## config.mk

```make
export PLATFORM = sky130hd
export DESIGN_NAME = sound_voice_allocator_unit
export DESIGN_NICKNAME = d
export VERILOG_FILES = /design/src/rtl/svalloc_pkg.sv /design/src/rtl/svalloc_cell.sv /design/src/rtl/svalloc_seq.sv /design/src/rtl/sound_voice_allocator_unit.sv
export SDC_FILE = /design/constraint.sdc
export NUM_CORES = 1
export LEC_CHECK = 0
export ABC_AREA = 1
export BUFFER_PORTS_ARGS = -buffer_cell sky130_fd_sc_hd__buf_4
export CAP_MARGIN = 20
export CORE_MARGIN = 3
export CORE_UTILIZATION = 56
export CTS_CLUSTER_SIZE = 24
export DETAILED_ROUTE_END_ITERATION = 16
export PLACE_DENSITY = 0.73
export SETUP_SLACK_MARGIN = 0.02
export SYNTH_ARGS = -nofsm -noshare
export SYNTH_HDL_FRONTEND = slang
export SYNTH_SLANG_ARGS = --single-unit
```

## constraint.sdc

```tcl
create_clock -name i_clk -period 5.13 [get_ports i_clk]
set_clock_uncertainty 0.15 [all_clocks]
set_input_delay 0.2565 -clock i_clk [delete_from_list [all_inputs] [get_ports i_clk]]
set_output_delay 0.2565 -clock i_clk [all_outputs]
set_load 0.005 [all_outputs]
```

## src/rtl/svalloc_pkg.sv

```systemverilog
// ----------------------------------------------------------------------------
// svalloc_pkg - shared types for the sound voice allocator
// Slot count, result limits, the token that walks the slot chain, the
// broadcast slot load and the result record.
// ----------------------------------------------------------------------------
package svalloc_pkg;

    localparam int SLOTS       = 4;
    localparam int SLOT_W      = (SLOTS > 1) ? $clog2(SLOTS) : 1;
    localparam int MAX_RESULTS = 8;
    localparam int CNT_W       = $clog2(MAX_RESULTS + 1);
    localparam int HOLD_UNIT   = 6;
    localparam int HCNT_W      = 11;
    localparam int BUSY_W      = 4;

    typedef enum logic [1:0] {
        ACT_NONE  = 2'd0,
        ACT_STOP  = 2'd1,
        ACT_START = 2'd2,
        ACT_DROP  = 2'd3
    } t_action;

    typedef enum logic {
        CMD_PLAY = 1'b0,
        CMD_TICK = 1'b1
    } t_cmd;

    typedef logic [SLOT_W-1:0] t_idx;

    // token handed from cell to cell
    typedef struct packed {
        logic              valid;
        t_cmd              cmd;
        logic [7:0]        snd;
        logic [7:0]        pri;
        logic [7:0]        hold;
        logic [7:0]        vol;
        logic [7:0]        pit;
        logic [BUSY_W-1:0] busy;
        logic              dup;
        logic              free_f;
        t_idx              free_idx;
        logic              act_f;
        t_idx              act_idx;
        logic              pnd_f;
        t_idx              pnd_idx;
    } t_tok;

    // slot load broadcast
    typedef struct packed {
        logic       valid;
        t_idx       idx;
        logic [7:0] snd;
        logic [7:0] pri;
        logic [7:0] hold;
        logic [7:0] vol;
        logic [7:0] pit;
    } t_take;

    typedef struct packed {
        logic       valid;
        t_action    action;
        logic [1:0] slot;
        logic [7:0] snd;
        logic [7:0] vol;
        logic [7:0] pit;
    } t_res;

    typedef struct packed {
        logic       strobe;
        t_action    action;
        logic [1:0] slot;
        logic [7:0] snd;
        logic [7:0] vol;
        logic [7:0] pit;
        logic       last;
    } t_out;

    function automatic logic [1:0] to_slot(input t_idx idx);
        logic [SLOT_W+1:0] ext;
        ext = {2'b00, idx};
        return ext[1:0];
    endfunction

    function automatic logic [HCNT_W-1:0] hold_limit(input logic [7:0] h);
        return HCNT_W'(h) * HCNT_W'(HOLD_UNIT);
    endfunction

endpackage

```

## src/rtl/svalloc_cell.sv

```systemverilog
// ----------------------------------------------------------------------------
// svalloc_cell - one voice slot
// Holds the slot state, folds its slot into the search token of a play
// transaction, runs its tick action and hands the token to the next cell.
// ----------------------------------------------------------------------------
module svalloc_cell (
    input  logic               i_clk,
    input  logic               i_rst_n,
    input  svalloc_pkg::t_idx  i_index,
    input  svalloc_pkg::t_tok  i_tok,
    input  svalloc_pkg::t_take i_take,
    output svalloc_pkg::t_tok  o_tok,
    output svalloc_pkg::t_res  o_res
);

    logic                           r_active,  n_active;
    logic                           r_pending, n_pending;
    logic [7:0]                     r_sound,   n_sound;
    logic [7:0]                     r_pri,     n_pri;
    logic [7:0]                     r_hold,    n_hold;
    logic [7:0]                     r_vol,     n_vol;
    logic [7:0]                     r_pit,     n_pit;
    logic [svalloc_pkg::HCNT_W-1:0] r_count,   n_count;
    svalloc_pkg::t_tok              r_tok,     n_tok;
    svalloc_pkg::t_res              res;
    logic                           busy_now;

    assign busy_now = i_tok.busy[0];

    always_comb begin
        n_active  = r_active;
        n_pending = r_pending;
        n_sound   = r_sound;
        n_pri     = r_pri;
        n_hold    = r_hold;
        n_vol     = r_vol;
        n_pit     = r_pit;
        n_count   = r_count;
        n_tok     = i_tok;
        n_tok.busy = i_tok.busy >> 1;
        res       = '0;

        if (i_tok.valid) begin
            unique case (i_tok.cmd)
                svalloc_pkg::CMD_PLAY: begin
                    if (r_pending && r_active && r_sound == i_tok.snd) begin
                        n_tok.dup = 1'b1;
                    end
                    if (!i_tok.free_f && !r_pending && !r_active) begin
                        n_tok.free_f   = 1'b1;
                        n_tok.free_idx = i_index;
                    end
                    if (!i_tok.act_f && !r_pending && r_active && r_pri <= i_tok.pri) begin
                        n_tok.act_f   = 1'b1;
                        n_tok.act_idx = i_index;
                    end
                    if (!i_tok.pnd_f && r_pending && r_active && r_pri < i_tok.pri) begin
                        n_tok.pnd_f   = 1'b1;
                        n_tok.pnd_idx = i_index;
                    end
                end
                svalloc_pkg::CMD_TICK: begin
                    if (r_pending) begin
                        if (r_active && !busy_now) begin
                            res.valid  = 1'b1;
                            res.action = svalloc_pkg::ACT_START;
                            res.slot   = svalloc_pkg::to_slot(i_index);
                            res.snd    = r_sound;
                            res.vol    = r_vol;
                            res.pit    = r_pit;
                            n_pending  = 1'b0;
                        end
                    end else if (r_active) begin
                        if (busy_now) begin
                            if (r_hold != 8'd0) begin
                                if (r_count < svalloc_pkg::hold_limit(r_hold)) begin
                                    n_count = r_count + 1'b1;
                                end else begin
                                    res.valid  = 1'b1;
                                    res.action = svalloc_pkg::ACT_STOP;
                                    res.slot   = svalloc_pkg::to_slot(i_index);
                                    n_active   = 1'b0;
                                end
                            end
                        end else begin
                            n_active = 1'b0;
                        end
                    end
                end
                default: begin
                end
            endcase
        end

        if (i_take.valid && i_take.idx == i_index) begin
            n_active  = 1'b1;
            n_pending = 1'b1;
            n_sound   = i_take.snd;
            n_pri     = i_take.pri;
            n_hold    = i_take.hold;
            n_vol     = i_take.vol;
            n_pit     = i_take.pit;
            n_count   = '0;
        end
    end

    always_ff @(posedge i_clk) begin
        if (!i_rst_n) begin
            r_active  <= 1'b0;
            r_pending <= 1'b0;
            r_count   <= '0;
            r_tok     <= '0;
        end else begin
            r_active  <= n_active;
            r_pending <= n_pending;
            r_count   <= n_count;
            r_tok     <= n_tok;
        end
    end

    always_ff @(posedge i_clk) begin
        r_sound <= n_sound;
        r_pri   <= n_pri;
        r_hold  <= n_hold;
        r_vol   <= n_vol;
        r_pit   <= n_pit;
    end

    assign o_tok = r_tok;
    assign o_res = res;

endmodule

```

## src/rtl/svalloc_seq.sv

```systemverilog
// ----------------------------------------------------------------------------
// svalloc_seq - transaction control and result output
// Tracks busy, picks the slot from the finished search token, issues the
// slot load, and buffers tick results so the final one carries last.
// ----------------------------------------------------------------------------
module svalloc_seq (
    input  logic               i_clk,
    input  logic               i_rst_n,
    input  logic               i_accept,
    input  svalloc_pkg::t_tok  i_tok_end,
    input  svalloc_pkg::t_res  i_res [svalloc_pkg::SLOTS],
    output logic               o_busy,
    output svalloc_pkg::t_take o_take,
    output svalloc_pkg::t_out  o_out
);

    logic                          r_busy,   n_busy;
    logic                          r_hold_v, n_hold_v;
    svalloc_pkg::t_res             r_hold,   n_hold;
    logic [svalloc_pkg::CNT_W-1:0] r_cnt,    n_cnt;
    logic                          r_strobe, n_strobe;
    svalloc_pkg::t_out             r_out,    n_out;
    svalloc_pkg::t_res             res;

    always_comb begin
        res = '0;
        for (int k = 0; k < svalloc_pkg::SLOTS; k++) begin
            res = res | i_res[k];
        end
    end

    always_comb begin
        n_busy   = r_busy;
        n_hold_v = r_hold_v;
        n_hold   = r_hold;
        n_cnt    = r_cnt;
        n_strobe = 1'b0;
        n_out    = r_out;
        o_take   = '0;

        if (i_accept) begin
            n_busy = 1'b1;
        end

        if (res.valid && r_cnt < svalloc_pkg::CNT_W'(svalloc_pkg::MAX_RESULTS)) begin
            if (r_hold_v) begin
                n_strobe     = 1'b1;
                n_out.action = r_hold.action;
                n_out.slot   = r_hold.slot;
                n_out.snd    = r_hold.snd;
                n_out.vol    = r_hold.vol;
                n_out.pit    = r_hold.pit;
                n_out.last   = 1'b0;
            end
            n_hold_v = 1'b1;
            n_hold   = res;
            n_cnt    = r_cnt + 1'b1;
        end

        if (i_tok_end.valid) begin
            n_busy     = 1'b0;
            n_strobe   = 1'b1;
            n_out.last = 1'b0;
            n_out.slot = 2'd0;
            n_out.snd  = 8'd0;
            n_out.vol  = 8'd0;
            n_out.pit  = 8'd0;
            n_out.last = 1'b1;
            unique case (i_tok_end.cmd)
                svalloc_pkg::CMD_TICK: begin
                    if (r_hold_v) begin
                        n_out.action = r_hold.action;
                        n_out.slot   = r_hold.slot;
                        n_out.snd    = r_hold.snd;
                        n_out.vol    = r_hold.vol;
                        n_out.pit    = r_hold.pit;
                    end else begin
                        n_out.action = svalloc_pkg::ACT_NONE;
                    end
                    n_hold_v = 1'b0;
                    n_cnt    = '0;
                end
                svalloc_pkg::CMD_PLAY: begin
                    o_take.snd  = i_tok_end.snd;
                    o_take.pri  = i_tok_end.pri;
                    o_take.hold = i_tok_end.hold;
                    o_take.vol  = i_tok_end.vol;
                    o_take.pit  = i_tok_end.pit;
                    priority if (i_tok_end.dup) begin
                        o_take.valid = 1'b0;
                    end else if (i_tok_end.free_f) begin
                        o_take.valid = 1'b1;
                        o_take.idx   = i_tok_end.free_idx;
                    end else if (i_tok_end.act_f) begin
                        o_take.valid = 1'b1;
                        o_take.idx   = i_tok_end.act_idx;
                    end else if (i_tok_end.pnd_f) begin
                        o_take.valid = 1'b1;
                        o_take.idx   = i_tok_end.pnd_idx;
                    end else begin
                        o_take.valid = 1'b0;
                    end
                    if (o_take.valid) begin
                        n_out.action = svalloc_pkg::ACT_STOP;
                        n_out.slot   = svalloc_pkg::to_slot(o_take.idx);
                    end else begin
                        n_out.action = svalloc_pkg::ACT_DROP;
                    end
                end
                default: begin
                end
            endcase
        end
        n_out.strobe = n_strobe;
    end

    always_ff @(posedge i_clk) begin
        if (!i_rst_n) begin
            r_busy   <= 1'b0;
            r_hold_v <= 1'b0;
            r_cnt    <= '0;
            r_strobe <= 1'b0;
        end else begin
            r_busy   <= n_busy;
            r_hold_v <= n_hold_v;
            r_cnt    <= n_cnt;
            r_strobe <= n_strobe;
        end
    end

    always_ff @(posedge i_clk) begin
        r_hold <= n_hold;
        r_out  <= n_out;
    end

    assign o_busy = r_busy;

    always_comb begin
        o_out        = r_out;
        o_out.strobe = r_strobe;
    end

endmodule

```

## src/rtl/sound_voice_allocator_unit.sv

```systemverilog
// ----------------------------------------------------------------------------
// sound_voice_allocator_unit - sound effect voice allocator
// Priority based slot allocation with stealing, built as a chain of slot
// cells walked by a token, one cell per cycle.
// ----------------------------------------------------------------------------
// Usage:
//   A transaction is taken on a rising edge with start high and busy low.
//   i_command selects a play request or a tick carrying i_channel_busy.
//   Results appear on the o_ ports for one cycle each, flagged by
//   o_strobe; o_last marks the final result of the transaction.
//   A play request gives one result (stop on the taken slot, or dropped).
//   A tick gives one result per acting slot, or a single none result.
// Flow:
//   The token crosses the cell chain through the register of each cell in
//   turn, and the final result is registered again in svalloc_seq. Busy
//   drops on the edge where the final result appears, so a new transaction
//   is taken only after the previous one has ended. Earlier tick results
//   come out while the token is still moving.
// Reset:
//   Synchronous, active low; all slots go inactive and not pending.
//   The receiver cannot stall: every strobed result is taken.
// ----------------------------------------------------------------------------
module sound_voice_allocator_unit (
    input  logic       i_clk,
    input  logic       i_rst_n,
    input  logic       start,
    output logic       busy,
    input  logic       i_command,
    input  logic [7:0] i_sound_number,
    input  logic [7:0] i_priority_req,
    input  logic [7:0] i_hold_ticks,
    input  logic [7:0] i_volume,
    input  logic [7:0] i_pitch_offset,
    input  logic [3:0] i_channel_busy,
    output logic       o_strobe,
    output logic [1:0] o_action,
    output logic [1:0] o_slot,
    output logic [7:0] o_out_sound,
    output logic [7:0] o_out_volume,
    output logic [7:0] o_out_pitch,
    output logic       o_last
);

    svalloc_pkg::t_tok  tok [svalloc_pkg::SLOTS+1];
    svalloc_pkg::t_res  res [svalloc_pkg::SLOTS];
    svalloc_pkg::t_take take;
    svalloc_pkg::t_out  out_rec;
    logic               accept;

    assign accept = start && !busy;

    always_comb begin
        tok[0]       = '0;
        tok[0].valid = accept;
        tok[0].cmd   = svalloc_pkg::t_cmd'(i_command);
        tok[0].snd   = i_sound_number;
        tok[0].pri   = i_priority_req;
        tok[0].hold  = i_hold_ticks;
        tok[0].vol   = i_volume;
        tok[0].pit   = i_pitch_offset;
        tok[0].busy  = i_channel_busy;
    end

    for (genvar g = 0; g < svalloc_pkg::SLOTS; g++) begin : g_cell
        svalloc_cell u_cell (
            .i_clk   (i_clk),
            .i_rst_n (i_rst_n),
            .i_index (svalloc_pkg::SLOT_W'(g)),
            .i_tok   (tok[g]),
            .i_take  (take),
            .o_tok   (tok[g+1]),
            .o_res   (res[g])
        );
    end

    svalloc_seq u_seq (
        .i_clk     (i_clk),
        .i_rst_n   (i_rst_n),
        .i_accept  (accept),
        .i_tok_end (tok[svalloc_pkg::SLOTS]),
        .i_res     (res),
        .o_busy    (busy),
        .o_take    (take),
        .o_out     (out_rec)
    );

    assign o_strobe     = out_rec.strobe;
    assign o_action     = out_rec.action;
    assign o_slot       = out_rec.slot;
    assign o_out_sound  = out_rec.snd;
    assign o_out_volume = out_rec.vol;
    assign o_out_pitch  = out_rec.pit;
    assign o_last       = out_rec.last;

endmodule

```

==> results_dict.tcl, run 1 <==
set metrics [dict create \
    status "completed" \
    cts_buffers 49 \
    ios 79 \
    die_area_um2 38800 \
    place_congestion 0.874 \
    drive_above_1_share_pct 9.13 \
    path_delay_family "compound AO/OA/AOI/OAI gates" \
    clk_path_buf_depth 3 \
    insertedDiodeCount 0 \
    grt_pass1_wl_um 66900 \
    cts.clk_slew.worst_paths_ps 60 \
    multi_input_area_um2 6920 \
    crit_top_cell "nand2_4" \
    num_vias 14032 \
    min_period_over_period_pct 83.7 \
    cp_num_buf_inv 2 \
    crit_path_cell_trace "ha_1, inv_1, fa_1, o21ai_0, a21oi_1, o21ai_0, a21oi_1, ha_1, a21o_1, nor2_1, nand3_1, nand2_1, nand2_1, nor2_2, nand2_4, nand2_4, nand2_4, inv_4, nor2_1" \
    vdd_drop_max_uv 242 \
    grtUsageTotal_pct 21.4 \
    fin_setup_tns_ps 0 \
    hp-class "input port to register" \
    hpwl_um 28000 \
    synth.distinct_cells 47 \
    slowest_delay_ps 450 \
    fmax_ghz 0.233 \
    ys_warn_count 0 \
    yosysSeqAreaShare_pct 57.8 \
    cap_viol_max_count 0 \
    r2r-end "u_seq.o_out[1]" \
    cts_sinks 481 \
    netlist.area_leader.share_pct 31.8 \
    synth_cells 2137 \
    die_y_um 197 \
    ys.flop_type "dfxtp_1" \
    finalNonFillerCells 2771 \
    setup_viol 0 \
    core_um2 35700 \
    rows 69 \
    rr_worst_depth 19 \
    die_w_um 197 \
    overflow 0 \
    fin_nets 2448 \
    path_class "register to register" \
    cp.arrival_ps 4440 \
    drv_slew 0 \
    netlist_area_um2 20400 \
    final_antenna_net_count 0 \
    min_period_ps 4300 \
    critPathMaxFanout 24 \
    hp-start "i_rst_n" \
    maxSlewHeadroom_pct 30.1 \
    leakage_uw 0.0109 \
    ff_latch_area_um2 11800 \
    wirelength_um 41400 \
    final_cell_mix "nand2_1 (501), inv_1 (382), dfxtp_1 (265), edfxtp_1 (216), nor2_1 (126)" \
    drtIter0Drc 779 \
    routedWlPerCell_um 14.9 \
    fill_cells 2785 \
    rsz0062_at_grt "false" \
    critical_path.slowest_cell "fa_1" \
    first_global_vias 13623 \
    area_growth_pct 15.4 \
    worst_ep_required_time_ps 5280 \
    start_util_pct 57.1 \
    r2r-start "g_cell[1].u_cell.r_hold[0]" \
    max_slew.worst_pin.slew_ps 1050 \
    first_pass_iters 5 \
    synth_area_per_cell_um2 9.55 \
    finalHoldViolCount 0 \
    worstHoldEndpoint "g_cell[0].u_cell.o_tok[10]" \
    final_common_cell "nand2_1" \
    via_per_inst 5.06 \
    async_flop_share_pct 0 \
    hold_depth 3 \
    start_kind "register" \
    cts_root_buf "clkbuf_16" \
    cts_tree "yes" \
    insertion_delay_ps 570 \
    dpl_worst_slack_ps 705 \
    drcViolationCount 0 \
    htree_levels 2 \
    worstSetupEndpointType "register" \
    port_buffers 78 \
    ys_ff_latch 481 \
    ff2ff_setup_slack_ps 830 \
    grt_max_degree 102 \
    dpl.cell_count 2635 \
    synth.top_cells.by_area "edfxtp_1 (32%), dfxtp_1 (26%), nand2_1 (9.2%), ha_1 (7.7%), inv_1 (7.0%)" \
    final.setup.worst_slack_ps 835 \
    cts_resized 0 \
    synth_edf_count 216 \
    antenna_found_initial 0 \
    yosysTopAreaCell "edfxtp_1" \
    synthesis.nets 2314 \
    powerDensity_nw_per_um2 329 \
]
-- power breakdown --
part	leakage [uW]	switching [uW]	total (uW)	internal [uW]
Clock	0.000792	1460	3500	2040
Combinational	0.00570	117	206	89.3
Sequential	0.00443	23.2	4050	4020
Total	0.0109	1600	7750	6150
-- worst max-delay path by stage --
| stage | start | end | slack (ps) | cells past startpoint |
|---|---|---|---|---|
| 2_1_floorplan | g_cell[1].u_cell.r_hold[1] | u_seq.o_out[10] | 1170 | 17 |
| 3_3_place_gp | g_cell[1].u_cell.r_hold[1] | u_seq.r_hold[13] | 900 | 18 |
| 3_5_place_dp | g_cell[1].u_cell.r_hold[1] | u_seq.r_hold[12] | 710 | 18 |
| 4_1_cts | g_cell[1].u_cell.r_hold[1] | u_seq.r_hold[12] | 700 | 18 |
| 5_1_grt | g_cell[1].u_cell.r_hold[1] | u_seq.o_out[1] | 440 | 19 |
| 6_report | g_cell[1].u_cell.r_hold[0] | u_seq.o_out[1] | 830 | 19 |
-- Yosys cell counts, types with 3 or more instances --
master    number
nor3_2         3
o31ai_1        3
a22oi_1       18
fa_1           4
nand2_1      501
o21ai_0       34
buf_1          4
nor4_1         9
nand4_1       27
inv_2          6
ha_1         125
buf_2          3
nand3b_1       6
nand2_4        3
nor2_4        18
xor2_1        40
a21o_1         7
inv_1        382
dfxtp_1      265
nand3_1       93
edfxtp_1     216
a21oi_1      102
o211ai_1       5
o22ai_1        4
nor3_1        26
nor2_2         6
xnor2_1       21
clkbuf_1      44
a211oi_1       8
a31oi_1        4
nor2_1       126
-- cell families (layout without fill, tap and decap cells) --
kind of cell / after synthesis / count (layout) / synth area share [%]
XOR/XNOR: 61 / 61 / 2.62
AO/OA/AOI/OAI: 193 / 193 / 5.41
AND/OR/NAND/NOR: 830 / 830 / 17.8
flip-flops: 481 / 481 / 57.8
buffers and inverters: 443 / 616 / 8.34
adder cells (fa/ha/maj): 129 / 129 / 8.06
-- metal layers --
metal / share of wire [%] / track usage (%) / routed length [um]
met2: 47 / 36.3 / 19600
met5: 0 / 0 / 0
met1: 44 / 28.5 / 18200
met3: 6.1 / 3.61 / 2530
met4: 2.5 / 6.55 / 1050
-- cell type report --
cell class | count | area share (%)
clock inverters | 24 | 0.781
clock buffers | 66 | 6.14
repair buffers | 136 | 4.97
flip-flops and latches | 481 | 50.1
multi-input cells | 1213 | 29.4
well taps | 461 | 2.45
inverters | 390 | 6.23
-- through the flow --
step           hold slack, ps  area (um^2)  util, %  total power, uW
2_1_floorplan             200        20400        -             4230
3_3_place_gp              245        21400     60.0             4300
3_5_place_dp              245        21400     60.0             4310
4_1_cts                  46.6        23500     65.8             7820
5_1_grt                  73.3        23600     65.9             8010
6_report                 74.6        23600     65.9             7750
-- what timing repair did --
action                                 in CTS  in global routing
endpoints found under the hold margin      50                  0
setup buffers                               0                  0
hold buffers                               45                  0
-- worst reg2reg max path, stage by stage (launching register included) --
cell and delay, ps:
edfxtp_1 370, ha_1 190, inv_1 70, fa_1 450
o21ai_0 300, a21oi_1 110, o21ai_0 300, a21oi_1 120
ha_1 330, a21o_1 180, nor2_1 140, nand3_1 140
nand2_1 100, nand2_1 60, nor2_2 190, nand2_4 100
nand2_4 110, nand2_4 60, inv_4 450, nor2_1 110
-- flip-flops by register name (all words and copies together), names as in the netlist --
register                 cells
u_seq.o_busy                 1
g_cell.u_cell.o_tok        205
g_cell.u_cell.r_pri         32
g_cell.u_cell.r_pit         32
g_cell.u_cell.r_vol         32
g_cell.u_cell.r_active       4
u_seq.r_cnt                  4
g_cell.u_cell.r_count       44
u_seq.r_hold                28
u_seq.r_strobe               1
g_cell.u_cell.r_sound       32
g_cell.u_cell.r_pending      4
u_seq.o_out                 29
u_seq.r_hold_v               1
g_cell.u_cell.r_hold        32
(Power assumes the default switching activity.)
==> run 2: changes to the inputs <==
- PLACE_DENSITY: 0.73 -> 0.76
- clock period: 5.13 -> 3.87 ns (I/O delays scaled with it)
==> run 2 against run 1 <==
Non-clock buffer count is 56 higher. First-iteration DRC count increased by 29%. Via count up 2.6%. Cell area increased by 3.3%. Power grew 30%. Sequential cell count is the same. Clock-buffer cell count up 7. Global-route usage up 0.43 points. Sequential power grew 32%. Largest power group unchanged.
==> results_dict.tcl, run 2 (same netlist as run 1, synthesis figures left out) <==
set metrics [dict create \
    first_pass_iters 5 \
    cp.arrival_ps 3980 \
    die_w_um 197 \
    hp-class "input port to register" \
    first_global_vias 14088 \
    path_class "register to register" \
    fin_nets 2503 \
    overflow 0 \
    post-route-util_pct 68.1 \
    start_kind "register" \
    ios 79 \
    rsz0062_at_grt "true" \
    status "completed" \
    min_period_over_period_pct 98.8 \
    max_slew.worst_pin.slew_ps 869 \
    slowest_delay_ps 420 \
    dpl.cell_count 2657 \
    fill_cells 2634 \
    finalNonFillerCells 2826 \
    insertedDiodeCount 0 \
    hold_depth 4 \
    htree_levels 2 \
    min_period_ps 3820 \
    leakage_uw 0.0112 \
    port_buffers 78 \
    final.setup.worst_slack_ps 45.9 \
    drtIter0Drc 1003 \
    critPathMaxFanout 8 \
    r2r-end "u_seq.r_hold[21]" \
    cts_tree "yes" \
    finalHoldViolCount 0 \
    fmax_ghz 0.261 \
    powerDensity_nw_per_um2 414 \
    grt_max_degree 172 \
    startpoint "g_cell[1].u_cell.r_hold[2]" \
    ff2ff_setup_slack_ps 50 \
    cts_sinks 481 \
    drive_above_1_share_pct 13.3 \
    vdd_drop_max_uv 347 \
    clk_path_buf_depth 3 \
    worstSetupEndpointType "register" \
    drv_slew 0 \
    hp-start "i_hold_ticks[7]" \
    area_growth_pct 19.2 \
    die_area_um2 38800 \
    final_common_cell "nand2_1" \
    cts_root_buf "clkbuf_16" \
    rows 69 \
    final_cell_mix "nand2_1 (488), inv_1 (377), dfxtp_1 (265), edfxtp_1 (216), buf_4 (125)" \
    cts_buffers 48 \
    final_antenna_net_count 0 \
    grt_pass1_wl_um 68600 \
    worst_ep_required_time_ps 4030 \
    drcViolationCount 0 \
    critical_path.slowest_cell "edfxtp_1" \
    insertion_delay_ps 570 \
    finish.instance_area_um2 24300 \
    largest_register_ffs 205 \
    antenna_found_initial 0 \
    place_congestion 0.865 \
    setup_viol 0 \
    wirelength_um 43400 \
    routedWlPerCell_um 15.4 \
    maxSlewHeadroom_pct 42.1 \
    die_y_um 197 \
    worstHoldEndpoint "g_cell[0].u_cell.o_tok[37]" \
    rr_worst_depth 26 \
    r2r-start "g_cell[1].u_cell.r_hold[2]" \
    via_per_inst 5.09 \
    start_util_pct 57.1 \
    grtUsageTotal_pct 21.9 \
    core_um2 35700 \
    num_vias 14396 \
    hpwl_um 28200 \
    cts.clk_slew.worst_paths_ps 60 \
    dpl_worst_slack_ps -102 \
    cap_viol_max_count 0 \
    fin_setup_tns_ps 0 \
    dpl_cell_area_um2 21700 \
]
[run 2: cell types whose count changed in the layout (fill, tap and decap cells not counted), sizes merged]
cell,change
buf,+49
clkbuf,+10
clkinv,-2
clkinvlp,-3
dlygate4sd3,+4
inv,-3
[run 2: worst max-delay path, delay by kind of cell, from the launching register on]
| family | cells | cell delay (ps) |
|---|---|---|
| compound gates | 4 | 520 |
| simple gates | 15 | 1370 |
| flops | 1 | 420 |
| fa+ha+maj | 2 | 500 |
| buf+inv | 5 | 620 |
[run 2: how the worst max path moves through the flow]
stage / to / slack (ps)
after floorplan: u_seq.r_hold[0] / 60
after global placement: u_seq.o_out[4] / 80
after detailed placement: u_seq.o_out[1] / -100
after CTS: u_seq.o_out[5] / 40
after global routing: u_seq.r_cnt[1] / -140
final: u_seq.r_hold[21] / 50
[run 2: layout make-up]
class	count	area, um^2	area share [%]
well taps	461	577	2.37
repair buffers	192	1760	7.23
inverters	390	1480	6.09
multi-input cells	1213	7200	29.6
clock buffers	73	1400	5.75
flip-flops and latches	481	11800	48.5
clock inverters	16	123	0.504
[run 2: timing repair]
item | 4_1_cts | 5_1_grt
hold endpoints to repair | 62 | 0
hold buffers | 49 | 0
gates cloned | 2 | 4
pin swaps | 3 | 36
setup buffers | 8 | 18
resized for setup | 20 | 67
endpoints found under the setup margin | 80 | 109
[run 2: metal layers]
metal	share of wire [%]	GRT usage, %	vias to the layer above
met4	3.0	8.50	0
met5	0	0	-
met1	42	28.8	6644
li1	-	-	7203
met2	48	37.0	453
met3	6.5	3.16	96
[run 2: metrics by stage]
step	hold WS, ps	total power, uW
global placement	226	5700
CTS	176	10100
global route	208	10400
floorplan	137	5610
detailed placement	228	5710
finish	209	10100
[run 2: where the power goes]
group          total, uW  internal, uW  switching [uW]  leakage, uW
sequential          5360          5330            29.6      0.00443
clock               4420          2560            1850     0.000745
combinational        282           127             155      0.00602
total              10100          8020            2040       0.0112
